==> config.mk <==
export PLATFORM = sky130hd
export DESIGN_NAME = fixed_interval_catchup_timer_unit_flat
export DESIGN_NICKNAME = d
export VERILOG_FILES = /design/src/rtl/core/fict_pkg.sv /design/src/rtl/core/fict_ifs.sv /design/src/rtl/core/fict_alu.sv /design/src/rtl/core/fixed_interval_catchup_timer_unit.sv /design/src/flat_wrapper.sv
export SDC_FILE = /design/constraint.sdc
export NUM_CORES = 1
export LEC_CHECK = 0
export ABC_AREA = 0
export BUFFER_PORTS_ARGS = -buffer_cell sky130_fd_sc_hd__buf_2
export CAP_MARGIN = 20
export CORE_MARGIN = 3
export CORE_UTILIZATION = 50
export CTS_CLUSTER_SIZE = 25
export DETAILED_ROUTE_END_ITERATION = 10
export PLACE_DENSITY = 0.71
export RECOVER_POWER = 25
export SLEW_MARGIN = 10
export SYNTH_ARGS = -nofsm -noshare
export SYNTH_HDL_FRONTEND = slang
export SYNTH_SLANG_ARGS = --single-unit
==> constraint.sdc <==
create_clock -name clk -period 7 [get_ports clk]
set_clock_uncertainty 0.05 [all_clocks]
set_input_delay 0.7 -clock clk [delete_from_list [all_inputs] [get_ports clk]]
set_output_delay 0.7 -clock clk [all_outputs]
set_load 0.01 [all_outputs]
==> src/rtl/core/fict_pkg.sv <==
// ----------------------------------------------------------------------------
// fict_pkg: shared types and constants of the catch-up timer
// Field widths, register index codes, reset values and the add/sub unit's
// request and response records.
// ----------------------------------------------------------------------------
package fict_pkg;

    localparam int TIME_W  = 63;
    localparam int ALU_W   = 64;
    localparam int IVL_W   = 32;
    localparam int RUN_W   = 8;
    localparam int BKL_W   = 16;
    localparam int SPAN_W  = IVL_W + BKL_W;
    localparam int CFG_W   = 32;
    localparam int CIDX_W  = 2;

    typedef logic [TIME_W-1:0] time_t;
    typedef logic [CIDX_W-1:0] cfg_idx_t;

    localparam cfg_idx_t REG_INTERVAL    = 2'd0;
    localparam cfg_idx_t REG_MAX_RUN     = 2'd1;
    localparam cfg_idx_t REG_LIMIT_BKL   = 2'd2;
    localparam cfg_idx_t REG_MAX_BKL     = 2'd3;

    localparam logic [IVL_W-1:0] INTERVAL_RST = 32'd16666;

    typedef struct packed {
        logic [ALU_W-1:0] a;
        logic [ALU_W-1:0] b;
        logic             sub;
    } alu_req_t;

    typedef struct packed {
        logic [ALU_W-1:0] sum;
        logic             borrow;
    } alu_rsp_t;

endpackage

==> src/rtl/core/fict_ifs.sv <==
// ----------------------------------------------------------------------------
// fict_ifs: request channels of the catch-up timer
// Check channel (current time in) and result channel (fire flag, next due).
// ----------------------------------------------------------------------------
interface fict_check_if;
    import fict_pkg::*;

    logic  valid;
    logic  ready;
    time_t now_us;

    modport source (output valid, output now_us, input ready);
    modport sink (input valid, input now_us, output ready);
endinterface

interface fict_result_if;
    import fict_pkg::*;

    logic  valid;
    logic  ready;
    logic  fire;
    time_t next_due_us;

    modport source (output valid, output fire, output next_due_us, input ready);
    modport sink (input valid, input fire, input next_due_us, output ready);
endinterface

==> src/rtl/core/fict_alu.sv <==
// ----------------------------------------------------------------------------
// fict_alu: shared 64-bit adder/subtractor
// Adds or subtracts two operands; flags a borrow when a < b on subtract.
// ----------------------------------------------------------------------------
module fict_alu (
    input  fict_pkg::alu_req_t req,
    output fict_pkg::alu_rsp_t rsp
);
    import fict_pkg::*;

    logic [ALU_W:0]   total;
    logic [ALU_W-1:0] b_op;

    assign b_op  = req.sub ? ~req.b : req.b;
    assign total = {1'b0, req.a} + {1'b0, b_op} + {{ALU_W{1'b0}}, req.sub};

    assign rsp.sum    = total[ALU_W-1:0];
    assign rsp.borrow = req.sub & ~total[ALU_W];
endmodule

==> src/rtl/core/fixed_interval_catchup_timer_unit.sv <==
// ----------------------------------------------------------------------------
// fixed_interval_catchup_timer_unit: fixed-interval catch-up timer
// Due-check sequencer around one shared add/sub unit.
// ----------------------------------------------------------------------------
// Usage:
//   check  : one request per due-check, carrying now_us (microseconds).
//   result : one request per check: fire and next_due_us.
//   cfg    : cfg_we/cfg_index/cfg_data write interval_us, max_run,
//            limit_backlog and max_backlog; write only while idle.
// Steps (accept to result valid), all on the one add/sub unit:
//   forced rest            : next due from now, output
//   no backlog limiting    : advance last due, advance next due, output
//   backlog limiting       : elapsed, 16 shift-add steps for
//                            interval*max_backlog, compare, two updates, output
// check.ready is high only while the sequencer is idle; one check at a time.
// A finished result sits in an output register, so the next check is taken
// while it waits; if that one finishes too before the receiver takes the
// first, the sequencer holds it until the output register frees up.
// Reset clears the timer state, the run counter and loads the register
// defaults (interval 16666 us, everything else zero).
// ----------------------------------------------------------------------------
module fixed_interval_catchup_timer_unit (
    input  logic                             clk,
    input  logic                             rst_n,
    fict_check_if.sink                       check,
    fict_result_if.source                    result,
    input  logic                             cfg_we,
    input  fict_pkg::cfg_idx_t               cfg_index,
    input  logic [fict_pkg::CFG_W-1:0]       cfg_data
);
    import fict_pkg::*;

    localparam logic [3:0] ST_IDLE = 4'd0;
    localparam logic [3:0] ST_REST = 4'd1;
    localparam logic [3:0] ST_ELAP = 4'd2;
    localparam logic [3:0] ST_MUL  = 4'd3;
    localparam logic [3:0] ST_CMP  = 4'd4;
    localparam logic [3:0] ST_BASE = 4'd5;
    localparam logic [3:0] ST_NEXT = 4'd6;
    localparam logic [3:0] ST_ADV1 = 4'd7;
    localparam logic [3:0] ST_ADV2 = 4'd8;
    localparam logic [3:0] ST_OUT  = 4'd9;

    localparam int BIT_W = $clog2(BKL_W);
    localparam logic [BIT_W-1:0] BIT_LAST = BIT_W'(BKL_W - 1);

    logic [IVL_W-1:0]  interval_reg;
    logic [RUN_W-1:0]  max_run_reg;
    logic              limit_bkl_reg;
    logic [BKL_W-1:0]  max_bkl_reg;

    logic [3:0]        state_reg, state_next;
    time_t             now_reg, now_next;
    time_t             last_reg, last_next;
    time_t             next_reg, next_next;
    time_t             elapsed_reg, elapsed_next;
    logic [RUN_W-1:0]  cnt_reg, cnt_next;
    logic [SPAN_W-1:0] acc_reg, acc_next;
    logic [SPAN_W-1:0] mcand_reg, mcand_next;
    logic [BKL_W-1:0]  mplier_reg, mplier_next;
    logic [BIT_W-1:0]  bit_reg, bit_next;
    logic              fire_reg, fire_next;
    logic              clamp_reg, clamp_next;
    logic              out_valid_reg, out_valid_next;
    logic              out_fire_reg, out_fire_next;
    time_t             out_due_reg, out_due_next;

    alu_req_t          alu_req;
    alu_rsp_t          alu_rsp;
    logic              accept;
    logic              rest;
    logic              load_out;
    time_t             sum63;

    fict_alu u_alu (
        .req (alu_req),
        .rsp (alu_rsp)
    );

    assign accept   = check.valid & check.ready;
    assign rest     = (max_run_reg != '0) && (cnt_reg == max_run_reg);
    assign load_out = (state_reg == ST_OUT) && (!out_valid_reg || result.ready);
    assign sum63    = alu_rsp.sum[TIME_W-1:0];

    assign check.ready        = (state_reg == ST_IDLE);
    assign result.valid       = out_valid_reg;
    assign result.fire        = out_fire_reg;
    assign result.next_due_us = out_due_reg;

    always_comb
    begin
        alu_req.a   = {1'b0, now_reg};
        alu_req.b   = {{(ALU_W-IVL_W){1'b0}}, interval_reg};
        alu_req.sub = 1'b0;
        case (state_reg)
            ST_ELAP:
            begin
                alu_req.b   = {1'b0, last_reg};
                alu_req.sub = 1'b1;
            end
            ST_MUL:
            begin
                alu_req.a = {{(ALU_W-SPAN_W){1'b0}}, acc_reg};
                alu_req.b = mplier_reg[0] ? {{(ALU_W-SPAN_W){1'b0}}, mcand_reg} : '0;
            end
            ST_CMP:
            begin
                alu_req.a   = {1'b0, elapsed_reg};
                alu_req.b   = {{(ALU_W-SPAN_W){1'b0}}, acc_reg};
                alu_req.sub = 1'b1;
            end
            ST_BASE:
            begin
                alu_req.b   = {{(ALU_W-SPAN_W){1'b0}}, acc_reg};
                alu_req.sub = 1'b1;
            end
            ST_NEXT, ST_ADV1:
            begin
                alu_req.a = {1'b0, last_reg};
            end
            ST_ADV2:
            begin
                alu_req.a = {1'b0, next_reg};
            end
            default:
            begin
                alu_req.a = {1'b0, now_reg};
            end
        endcase
    end

    always_comb
    begin
        state_next     = state_reg;
        now_next       = now_reg;
        last_next      = last_reg;
        next_next      = next_reg;
        elapsed_next   = elapsed_reg;
        cnt_next       = cnt_reg;
        acc_next       = acc_reg;
        mcand_next     = mcand_reg;
        mplier_next    = mplier_reg;
        bit_next       = bit_reg;
        fire_next      = fire_reg;
        clamp_next     = clamp_reg;
        out_valid_next = out_valid_reg;
        out_fire_next  = out_fire_reg;
        out_due_next   = out_due_reg;

        if (out_valid_reg && result.ready)
        begin
            out_valid_next = 1'b0;
        end

        case (state_reg)
            ST_IDLE:
            begin
                if (accept)
                begin
                    now_next = check.now_us;
                    if (rest)
                    begin
                        cnt_next   = '0;
                        fire_next  = 1'b0;
                        state_next = ST_REST;
                    end
                    else
                    begin
                        cnt_next    = cnt_reg + 1'b1;
                        fire_next   = 1'b1;
                        acc_next    = '0;
                        mcand_next  = {{(SPAN_W-IVL_W){1'b0}}, interval_reg};
                        mplier_next = max_bkl_reg;
                        bit_next    = '0;
                        state_next  = limit_bkl_reg ? ST_ELAP : ST_ADV1;
                    end
                end
            end
            ST_REST:
            begin
                next_next  = sum63;
                state_next = ST_OUT;
            end
            ST_ELAP:
            begin
                elapsed_next = alu_rsp.borrow ? '0 : sum63;
                state_next   = ST_MUL;
            end
            ST_MUL:
            begin
                acc_next    = alu_rsp.sum[SPAN_W-1:0];
                mcand_next  = {mcand_reg[SPAN_W-2:0], 1'b0};
                mplier_next = {1'b0, mplier_reg[BKL_W-1:1]};
                bit_next    = bit_reg + 1'b1;
                if (bit_reg == BIT_LAST)
                begin
                    state_next = ST_CMP;
                end
            end
            ST_CMP:
            begin
                clamp_next = ~alu_rsp.borrow;
                state_next = alu_rsp.borrow ? ST_ADV1 : ST_BASE;
            end
            ST_BASE:
            begin
                last_next  = alu_rsp.borrow ? '0 : sum63;
                state_next = ST_NEXT;
            end
            ST_NEXT:
            begin
                next_next  = sum63;
                state_next = ST_OUT;
            end
            ST_ADV1:
            begin
                last_next  = sum63;
                state_next = ST_ADV2;
            end
            ST_ADV2:
            begin
                next_next  = sum63;
                state_next = ST_OUT;
            end
            ST_OUT:
            begin
                if (load_out)
                begin
                    out_valid_next = 1'b1;
                    out_fire_next  = fire_reg;
                    out_due_next   = next_reg;
                    state_next     = ST_IDLE;
                end
            end
            default:
            begin
                state_next = ST_IDLE;
            end
        endcase
    end

    always_ff @(posedge clk or negedge rst_n)
    begin
        if (!rst_n)
        begin
            interval_reg  <= INTERVAL_RST;
            max_run_reg   <= '0;
            limit_bkl_reg <= 1'b0;
            max_bkl_reg   <= '0;
            state_reg     <= ST_IDLE;
            last_reg      <= '0;
            next_reg      <= '0;
            cnt_reg       <= '0;
            out_valid_reg <= 1'b0;
        end
        else
        begin
            if (cfg_we)
            begin
                case (cfg_index)
                    REG_INTERVAL:  interval_reg  <= cfg_data[IVL_W-1:0];
                    REG_MAX_RUN:   max_run_reg   <= cfg_data[RUN_W-1:0];
                    REG_LIMIT_BKL: limit_bkl_reg <= cfg_data[0];
                    REG_MAX_BKL:   max_bkl_reg   <= cfg_data[BKL_W-1:0];
                    default:       max_bkl_reg   <= max_bkl_reg;
                endcase
            end
            state_reg     <= state_next;
            last_reg      <= last_next;
            next_reg      <= next_next;
            cnt_reg       <= cnt_next;
            out_valid_reg <= out_valid_next;
        end
    end

    always_ff @(posedge clk)
    begin
        now_reg      <= now_next;
        elapsed_reg  <= elapsed_next;
        acc_reg      <= acc_next;
        mcand_reg    <= mcand_next;
        mplier_reg   <= mplier_next;
        bit_reg      <= bit_next;
        fire_reg     <= fire_next;
        clamp_reg    <= clamp_next;
        out_fire_reg <= out_fire_next;
        out_due_reg  <= out_due_next;
    end

`ifndef SYNTHESIS
    a_busy_after_accept: assert property (@(posedge clk) disable iff (!rst_n)
        accept |=> state_reg != ST_IDLE)
        else $error("sequencer idle right after a check was accepted");

    a_rest_clears_count: assert property (@(posedge clk) disable iff (!rst_n)
        accept && rest |=> cnt_reg == '0 && state_reg == ST_REST)
        else $error("forced rest did not clear the run counter");

    a_mul_runs_out: assert property (@(posedge clk) disable iff (!rst_n)
        state_reg == ST_MUL && bit_reg != BIT_LAST |=> state_reg == ST_MUL)
        else $error("shift-add left before all multiplier bits");

    a_result_from_out: assert property (@(posedge clk) disable iff (!rst_n)
        $rose(out_valid_reg) |-> $past(state_reg) == ST_OUT)
        else $error("result raised outside the output step");

    a_clamp_path: assert property (@(posedge clk) disable iff (!rst_n)
        state_reg == ST_BASE |-> clamp_reg && limit_bkl_reg)
        else $error("rebase taken without clamping");
`endif

endmodule
==> src/flat_wrapper.sv <==
// flat-port wrapper written by rule: the top's interface ports become plain ports
module fixed_interval_catchup_timer_unit_flat import fict_pkg::*;
  (clk, rst_n, cfg_we, cfg_index, cfg_data, check_valid, check_now_us, check_ready, result_valid, result_fire, result_next_due_us, result_ready);
  fict_check_if check_i ();
  fict_result_if result_i ();
  input  logic clk;
  input  logic rst_n;
  input  logic cfg_we;
  input  fict_pkg::cfg_idx_t cfg_index;
  input  logic [fict_pkg::CFG_W-1:0] cfg_data;
  input wire logic [$bits(check_i.valid)-1:0] check_valid;
  input wire logic [$bits(check_i.now_us)-1:0] check_now_us;
  output wire logic [$bits(check_i.ready)-1:0] check_ready;
  output wire logic [$bits(result_i.valid)-1:0] result_valid;
  output wire logic [$bits(result_i.fire)-1:0] result_fire;
  output wire logic [$bits(result_i.next_due_us)-1:0] result_next_due_us;
  input wire logic [$bits(result_i.ready)-1:0] result_ready;
  assign check_i.valid = check_valid;
  assign check_i.now_us = check_now_us;
  assign check_ready = check_i.ready;
  assign result_valid = result_i.valid;
  assign result_fire = result_i.fire;
  assign result_next_due_us = result_i.next_due_us;
  assign result_i.ready = result_ready;
  fixed_interval_catchup_timer_unit u_core (.clk(clk), .rst_n(rst_n), .check(check_i), .result(result_i), .cfg_we(cfg_we), .cfg_index(cfg_index), .cfg_data(cfg_data));
endmodule
-- Word level (Yosys, flattened, before mapping)
Index checks and enable logic that the tools add are counted.
- memory bits (writable): 0
- latch bits: 0
- bits in read-only memories: 0
- input port bits: 102
- memories kept: 0
- register bits: 503
- logic and storage cells: 97
- output and inout port bits: 66
- multipliers: 0
- reduce and logical (&&, ||, !) cells: 22
- mux-type cells: 31
- div/mod/pow operators: 0
- shift operators: 0
- eq/ne operators: 18
- $lt $le $gt $ge: 0
- bitwise gates (word level): 4
- add/sub/neg operators: 4
- operators by type and width (operator ; count):
    case mux 63 bit (4 select lines) ; 1
    two-way mux 48 bit ; 5
    case mux 48 bit (2 select lines) ; 2
    case mux 64 bit (3 select lines) ; 1
    case mux 63 bit (2 select lines) ; 1
    adder 64 x 64 -> 65 bit ; 1
    adder 65 x 1 -> 65 bit ; 1
    two-way mux 64 bit ; 1
    NOT 64 bit ; 1
    two-way mux 63 bit ; 1
    two-way mux 16 bit ; 2
    case mux 16 bit (2 select lines) ; 1
    case mux 4 bit (8 select lines) ; 1
    two-way mux 4 bit ; 6
    equality test 4 x 3 -> 1 bit (second input constant) ; 4
    equality test 4 bit (second input constant) ; 3
    AND reduction 2 bit ; 6
    adder 8 x 1 -> 8 bit (second input constant) ; 1
    equality test 4 x 2 -> 1 bit (second input constant) ; 2
    equality test 8 bit ; 1
    two-way mux 8 bit ; 1
    case mux 4 bit (2 select lines) ; 1
    nonzero test 8 bit ; 1
    AND reduction 3 bit ; 2
    other kinds (19) ; 32

-- Logic depth before layout (Yosys ltp)
- depth in word-level cells: 11
- depth in mapped cells: 22
- gate-level depth less buffers: 18

-- Modules after synthesis
Synthesis repeated with hierarchy kept, for this count alone.
- cells, all modules: 2233
- area, all modules: 25537.0 µm²
- by module, submodules not included (module ; times used ; sequential area each (µm²) ; area each (µm²) ; cells an instance):
    fixed_interval_catchup_timer_unit ; 1 ; 14129.8 ; 20851.2 ; 1587
    fict_alu ; 1 ; 0.0 ; 4685.7 ; 646

-- Worst setup path after synthesis
Ideal clock, no wire load.
- path kind: register to register
- from: register u_core.state_reg[0]
- to: register u_core.elapsed_reg[59], data pin
- clock period less this slack: 6.437 ns
- path slack: 0.563 ns
- required time: 6.696 ns
- path buffers: 5
- library setup time: 0.254 ns
- arrival time: 6.133 ns
- stages on the path, launching flop included: 19
- path through: dfrtp_1 > buf_6 > nand3b_2 > clkinv_2 > clkbuf_1 > clkbuf_1 > a21oi_1 > fa_1 > a211oi_1 > o21ai_1 > o21ai_0 > a2111oi_0 > o31ai_1 > a21oi_2 > a31oi_1 > o21a_1 > buf_2 > buf_2 > and2b_1
- cells in the longest elaborated chain, start to end: 10
- elaborated cells on any way between the ends: 20
- classes of those cells: 2 x add/sub; 7 x eq/ne; 5 x mux; 3 x bitwise; 3 x reduce/logical
- RTL lines (element ; RTL line ; RTL):
    from (decl) ; fixed_interval_catchup_timer_unit.sv:52 ; logic [3:0] state_reg, state_next;
    from (signal assigned) ; fixed_interval_catchup_timer_unit.sv:268 ; state_reg <= state_next;
    equality test 4 x 3 -> 1 bit ; fixed_interval_catchup_timer_unit.sv:95 ; case (state_reg)
    OR reduction 2 bit (no source line) ; n/a ;
    case mux 64 bit (3 select lines) ; fixed_interval_catchup_timer_unit.sv:95 ;
    NOT 64 bit ; fict_alu.sv:14 ; assign b_op = req.sub ? ~req.b : req.b;
    two-way mux 64 bit ; fict_alu.sv:14 ;
    adder 64 x 64 -> 65 bit ; fict_alu.sv:15 ; assign total = {1'b0, req.a} + {1'b0, b_op} + {{ALU_W{1'b0}}, req.sub};
    adder 65 x 1 -> 65 bit ; fict_alu.sv:15 ;
    NOT 1 bit ; fict_alu.sv:18 ; assign rsp.borrow = req.sub & ~total[ALU_W];
    bitwise AND 1 bit ; fict_alu.sv:18 ;
    two-way mux 63 bit (*) ; n/a ;
    to (signal assigned) ; fixed_interval_catchup_timer_unit.sv:279 ; elapsed_reg <= elapsed_next;
    to (decl) ; fixed_interval_catchup_timer_unit.sv:56 ; time_t elapsed_reg, elapsed_next;
Every way passes the cells marked *; elsewhere a longest branch is shown, timed or not.
A chain may end at the register's enable or synchronous reset.

-- Worst setup path in the final report
- from: register u_core.state_reg[1]
- to: register u_core.last_reg[56]
- cells in the longest elaborated chain, start to end: 11
- elaborated cells on any way between the ends: 22
- classes of those cells: 2 x add/sub; 7 x eq/ne; 6 x mux; 3 x bitwise; 4 x reduce/logical
- RTL lines (element ; RTL line ; RTL):
    equality test 4 x 3 -> 1 bit, on equally long branches ; fixed_interval_catchup_timer_unit.sv:95, fixed_interval_catchup_timer_unit.sv:155 ;
    OR reduction 2 bit (no source line) ; n/a ;
    case mux 64 bit (3 select lines) ; fixed_interval_catchup_timer_unit.sv:95 ;
    NOT 64 bit ; fict_alu.sv:14 ;
    two-way mux 64 bit ; fict_alu.sv:14 ;
    adder 64 x 64 -> 65 bit ; fict_alu.sv:15 ;
    adder 65 x 1 -> 65 bit ; fict_alu.sv:15 ;
    NOT 1 bit ; fict_alu.sv:18 ;
    bitwise AND 1 bit ; fict_alu.sv:18 ;
    two-way mux 63 bit ; n/a ;
    case mux 63 bit (2 select lines) ; fixed_interval_catchup_timer_unit.sv:155 ; case (state_reg)
    to (signal assigned) ; fixed_interval_catchup_timer_unit.sv:269 ; last_reg <= last_next;
    to (decl) ; fixed_interval_catchup_timer_unit.sv:54 ; time_t last_reg, last_next;
Several ways; a longest one is shown, not always the timed one.

==> results.json <==
{
  "yosysMostFrequentCell": "nand2_1",
  "num-fill-cells": 4062,
  "fin_setup_tns_ns": 0,
  "p_int_mw": 9.05,
  "areaGrowthSynthToFinish_pct": 13.2,
  "synth_top_area_share_pct": 37.3,
  "grt_overflow": 0,
  "die_h_microns": 228,
  "ys_ff_latch": 503,
  "ys.flop_type": "edfxtp_1",
  "grt_max_degree": 109,
  "clock_latency_ns": 0.62,
  "core_sq_mm": 0.0482,
  "cts_max_path_buffers": 3,
  "violations": "max-capacitance violations, max-slew violations",
  "drc": 0,
  "synth_area_sq_mm": 0.0247,
  "worstSetupStartpointType": "register",
  "worst_pin_slew_ns": 5.60,
  "switchingPower_mw": 7.49,
  "drtIter0Drc": 1995,
  "hold_violations": 0,
  "hp-class": "primary input to register",
  "dpl.hpwl_mm": 46.9,
  "leakage_nw": 11.3,
  "slew_viol_final": 143,
  "dp_cells": 3038,
  "grt_pass1_vias": 19100,
  "antenna_left": 0,
  "yosys_warnings": 0,
  "initial_core_util_pct": 51.2,
  "clockPowerShare_pct": 17.4,
  "multi_input_area_sq_mm": 0.00994,
  "rrSetupSlack_ns": 0.42,
  "seqPwrFrac_pct": 31.6,
  "synth.area.top_cells": "edfxtp_1 37%, dfrtp_1 19%, nand2_1 6.2%, o21ai_0 4.3%, a22oi_1 3.3%",
  "endpoint_kind": "register",
  "cp_max_fo": 20,
  "grt_pass1_wl_mm": 110,
  "nets": 2605,
  "drive_above_1_share_pct": 15.6,
  "cts_root_buf": "clkbuf_16",
  "ys_types": 77,
  "worstPathArrival_ns": 7.07,
  "synth_edf_count": 307,
  "cp.required_ns": 7.49,
  "avgSynthCellArea_sq_um": 10.6,
  "firstDrtPassIters": 8,
  "syn_inst": 2325,
  "maxCapViolations": 2,
  "grt_usage_pct": 26.6,
  "htreeDepth": 2,
  "fin_crit_ns": 6.58,
  "vias_per_cell": 6.14,
  "switching_share_pct": 45.3,
  "clkTransAtPathRegs_ns": 0.06,
  "ys_async_sr_fraction_pct": 39.0,
  "synth_top_area_cell": "edfxtp_1",
  "grt_antenna_before_repair": 0,
  "powerDensity_mw_per_mm2": 591,
  "cts.sinks": 503,
  "critical_path_class": "register to register",
  "vias": 19300,
  "peakVddDrop_v": 0.000365,
  "gp_congestion": 0.977,
  "relSlewSlack_pct": -273,
  "die_x_microns": 228,
  "combPwrFrac_pct": 51.0,
  "die-area_sq_mm": 0.0521,
  "seqCellArea_sq_mm": 0.0141,
  "max_freq_mhz": 152,
  "cts_tree": "done",
  "finalCritPeriodShare_pct": 94.0,
  "finalWirelength_mm": 70.6,
  "cts_buffers": 52,
  "wire_per_inst_microns": 22.5,
  "synth_common_cells": "407 x nand2_1, 307 x edfxtp_1, 210 x o21ai_0",
  "synth_nets": 2492,
  "fin_cells": 3138,
  "num_io_pins": 168,
  "num_rows": 80,
  "diodes": 0,
  "grt_setup_unrepaired": "false",
  "io_buffers": 167,
  "status": "finished, violations left",
  "finalSetupViolations": 0,
  "synth-seq-area-share_pct": 57.2
}
worst max-delay path, cell delays in order, from the launching register on:
cell       delay (ns)
dfrtp_1          0.79
and4bb_4         0.32
and2_1           0.77
buf_4            0.39
nand2_1          0.08
nand2_1          0.05
o21ai_0          0.10
xnor2_1          0.14
ha_1             0.41
nand4_1          0.22
nor2_1           0.25
nand3_1          0.26
a2111oi_1        0.65
o31ai_1          0.26
a21oi_2          0.26
a31oi_1          0.16
o21a_2           0.35
a21oi_2          0.72
a22o_1           0.24
layout by cell type (no fill, tap or decap), types with 15 or more instances in the layout:
cell type,Yosys,layout
a21o_1,27,27
a21oi_1,115,115
a221oi_1,36,36
a222oi_1,15,15
a22o_1,26,26
a22oi_1,108,108
and2_1,26,25
buf_2,11,165
buf_4,2,33
clkbuf_16,0,52
dfrtp_1,191,191
edfxtp_1,307,307
ha_1,64,64
inv_1,33,32
mux2_2,67,67
nand2_1,407,405
nand3_1,66,65
nand4_1,24,24
nor2_1,168,167
nor2b_1,20,20
o21ai_0,210,210
o21bai_1,20,20
xnor2_1,55,55
xor2_1,22,22
metal layers:
metal | vias to the layer above | share of wire, % | global-route usage (%) | wire (microns)
li1 | 8738 | - | - | -
met1 | 9551 | 41 | 35.8 | 29100
met2 | 849 | 49 | 44.9 | 34600
met3 | 134 | 7.0 | 3.61 | 4950
met4 | 0 | 2.7 | 8.35 | 1940
met5 | - | 0 | 0 | 0
kinds of logic after synthesis:
kind of cell / after synthesis / share of synthesized area [%]
DFF: 503 / 57.2
buffers and inverters: 181 / 2.87
muxes: 70 / 3.18
xor gates and xnor gates: 77 / 2.73
and+or+nand+nor: 784 / 13.8
AOI/OAI and AO/OA: 645 / 17.0
adders and majority gates: 65 / 3.32
per-stage QoR:
| step | setup WS (ns) | total power [mW] | hold slack (ns) | area, sq um | utilization (%) |
|---|---|---|---|---|---|
| floorplan | 0.563 | 11.0 | 0.350 | 24700 | - |
| global placement | 0.704 | 13.3 | 0.355 | 26200 | 54.3 |
| detailed placement | 0.549 | 13.5 | 0.375 | 26200 | 54.3 |
| CTS | 0.545 | 16.5 | 0.175 | 28000 | 57.9 |
| global route | 0.169 | 17.6 | 0.191 | 28000 | 58.0 |
| finish | 0.421 | 16.5 | 0.206 | 28000 | 58.0 |
worst paths after layout:
kind,endpoint,depth (start not counted),startpoint
max,u_core.last_reg[56]$_DFFE_PN0P_,18,u_core.state_reg[1]$_DFFE_PN0P_
min,u_core.now_reg[62]$_DFFE_PP_,1,check_now_us[62]
max reg2reg,u_core.last_reg[56]$_DFFE_PN0P_,18,u_core.state_reg[1]$_DFFE_PN0P_
min reg2reg,u_core.result.fire$_DFFE_PP_,0,u_core.fire_reg$_DFFE_PP_
max in group asynchronous,u_core.next_reg[42]$_DFFE_PN0P_,1,rst_n
min in group asynchronous,u_core.next_reg[13]$_DFFE_PN0P_,1,rst_n
final cells by class:
class,count,area share (%)
Clock buffer,62,4.93
Clock inverter,36,1.41
Inverter,34,0.461
Multi-Input combinational cell,1641,35.5
Sequential cell,503,50.5
Tap cell,656,2.93
Timing Repair Buffer,206,4.23
what timing repair did:
action | 4_1_cts | 5_1_grt
hold buffers | 0 | 0
hold endpoints to repair | 0 | 0
buffers inserted | 0 | 0
gates resized for setup | 0 | 1
endpoints found under the setup margin | 0 | 10
power by group through the flow:
stage	clock (mW)	sequential (mW)	combinational [mW]
after detailed placement	0	5.25	8.27
final	2.88	5.23	8.44
after floorplan	0	5.10	5.88
after global routing	3.06	5.32	9.25
after global placement	0	5.22	8.09
after CTS	2.93	5.21	8.33
Note: power is estimated with default switching activity, not from simulation.
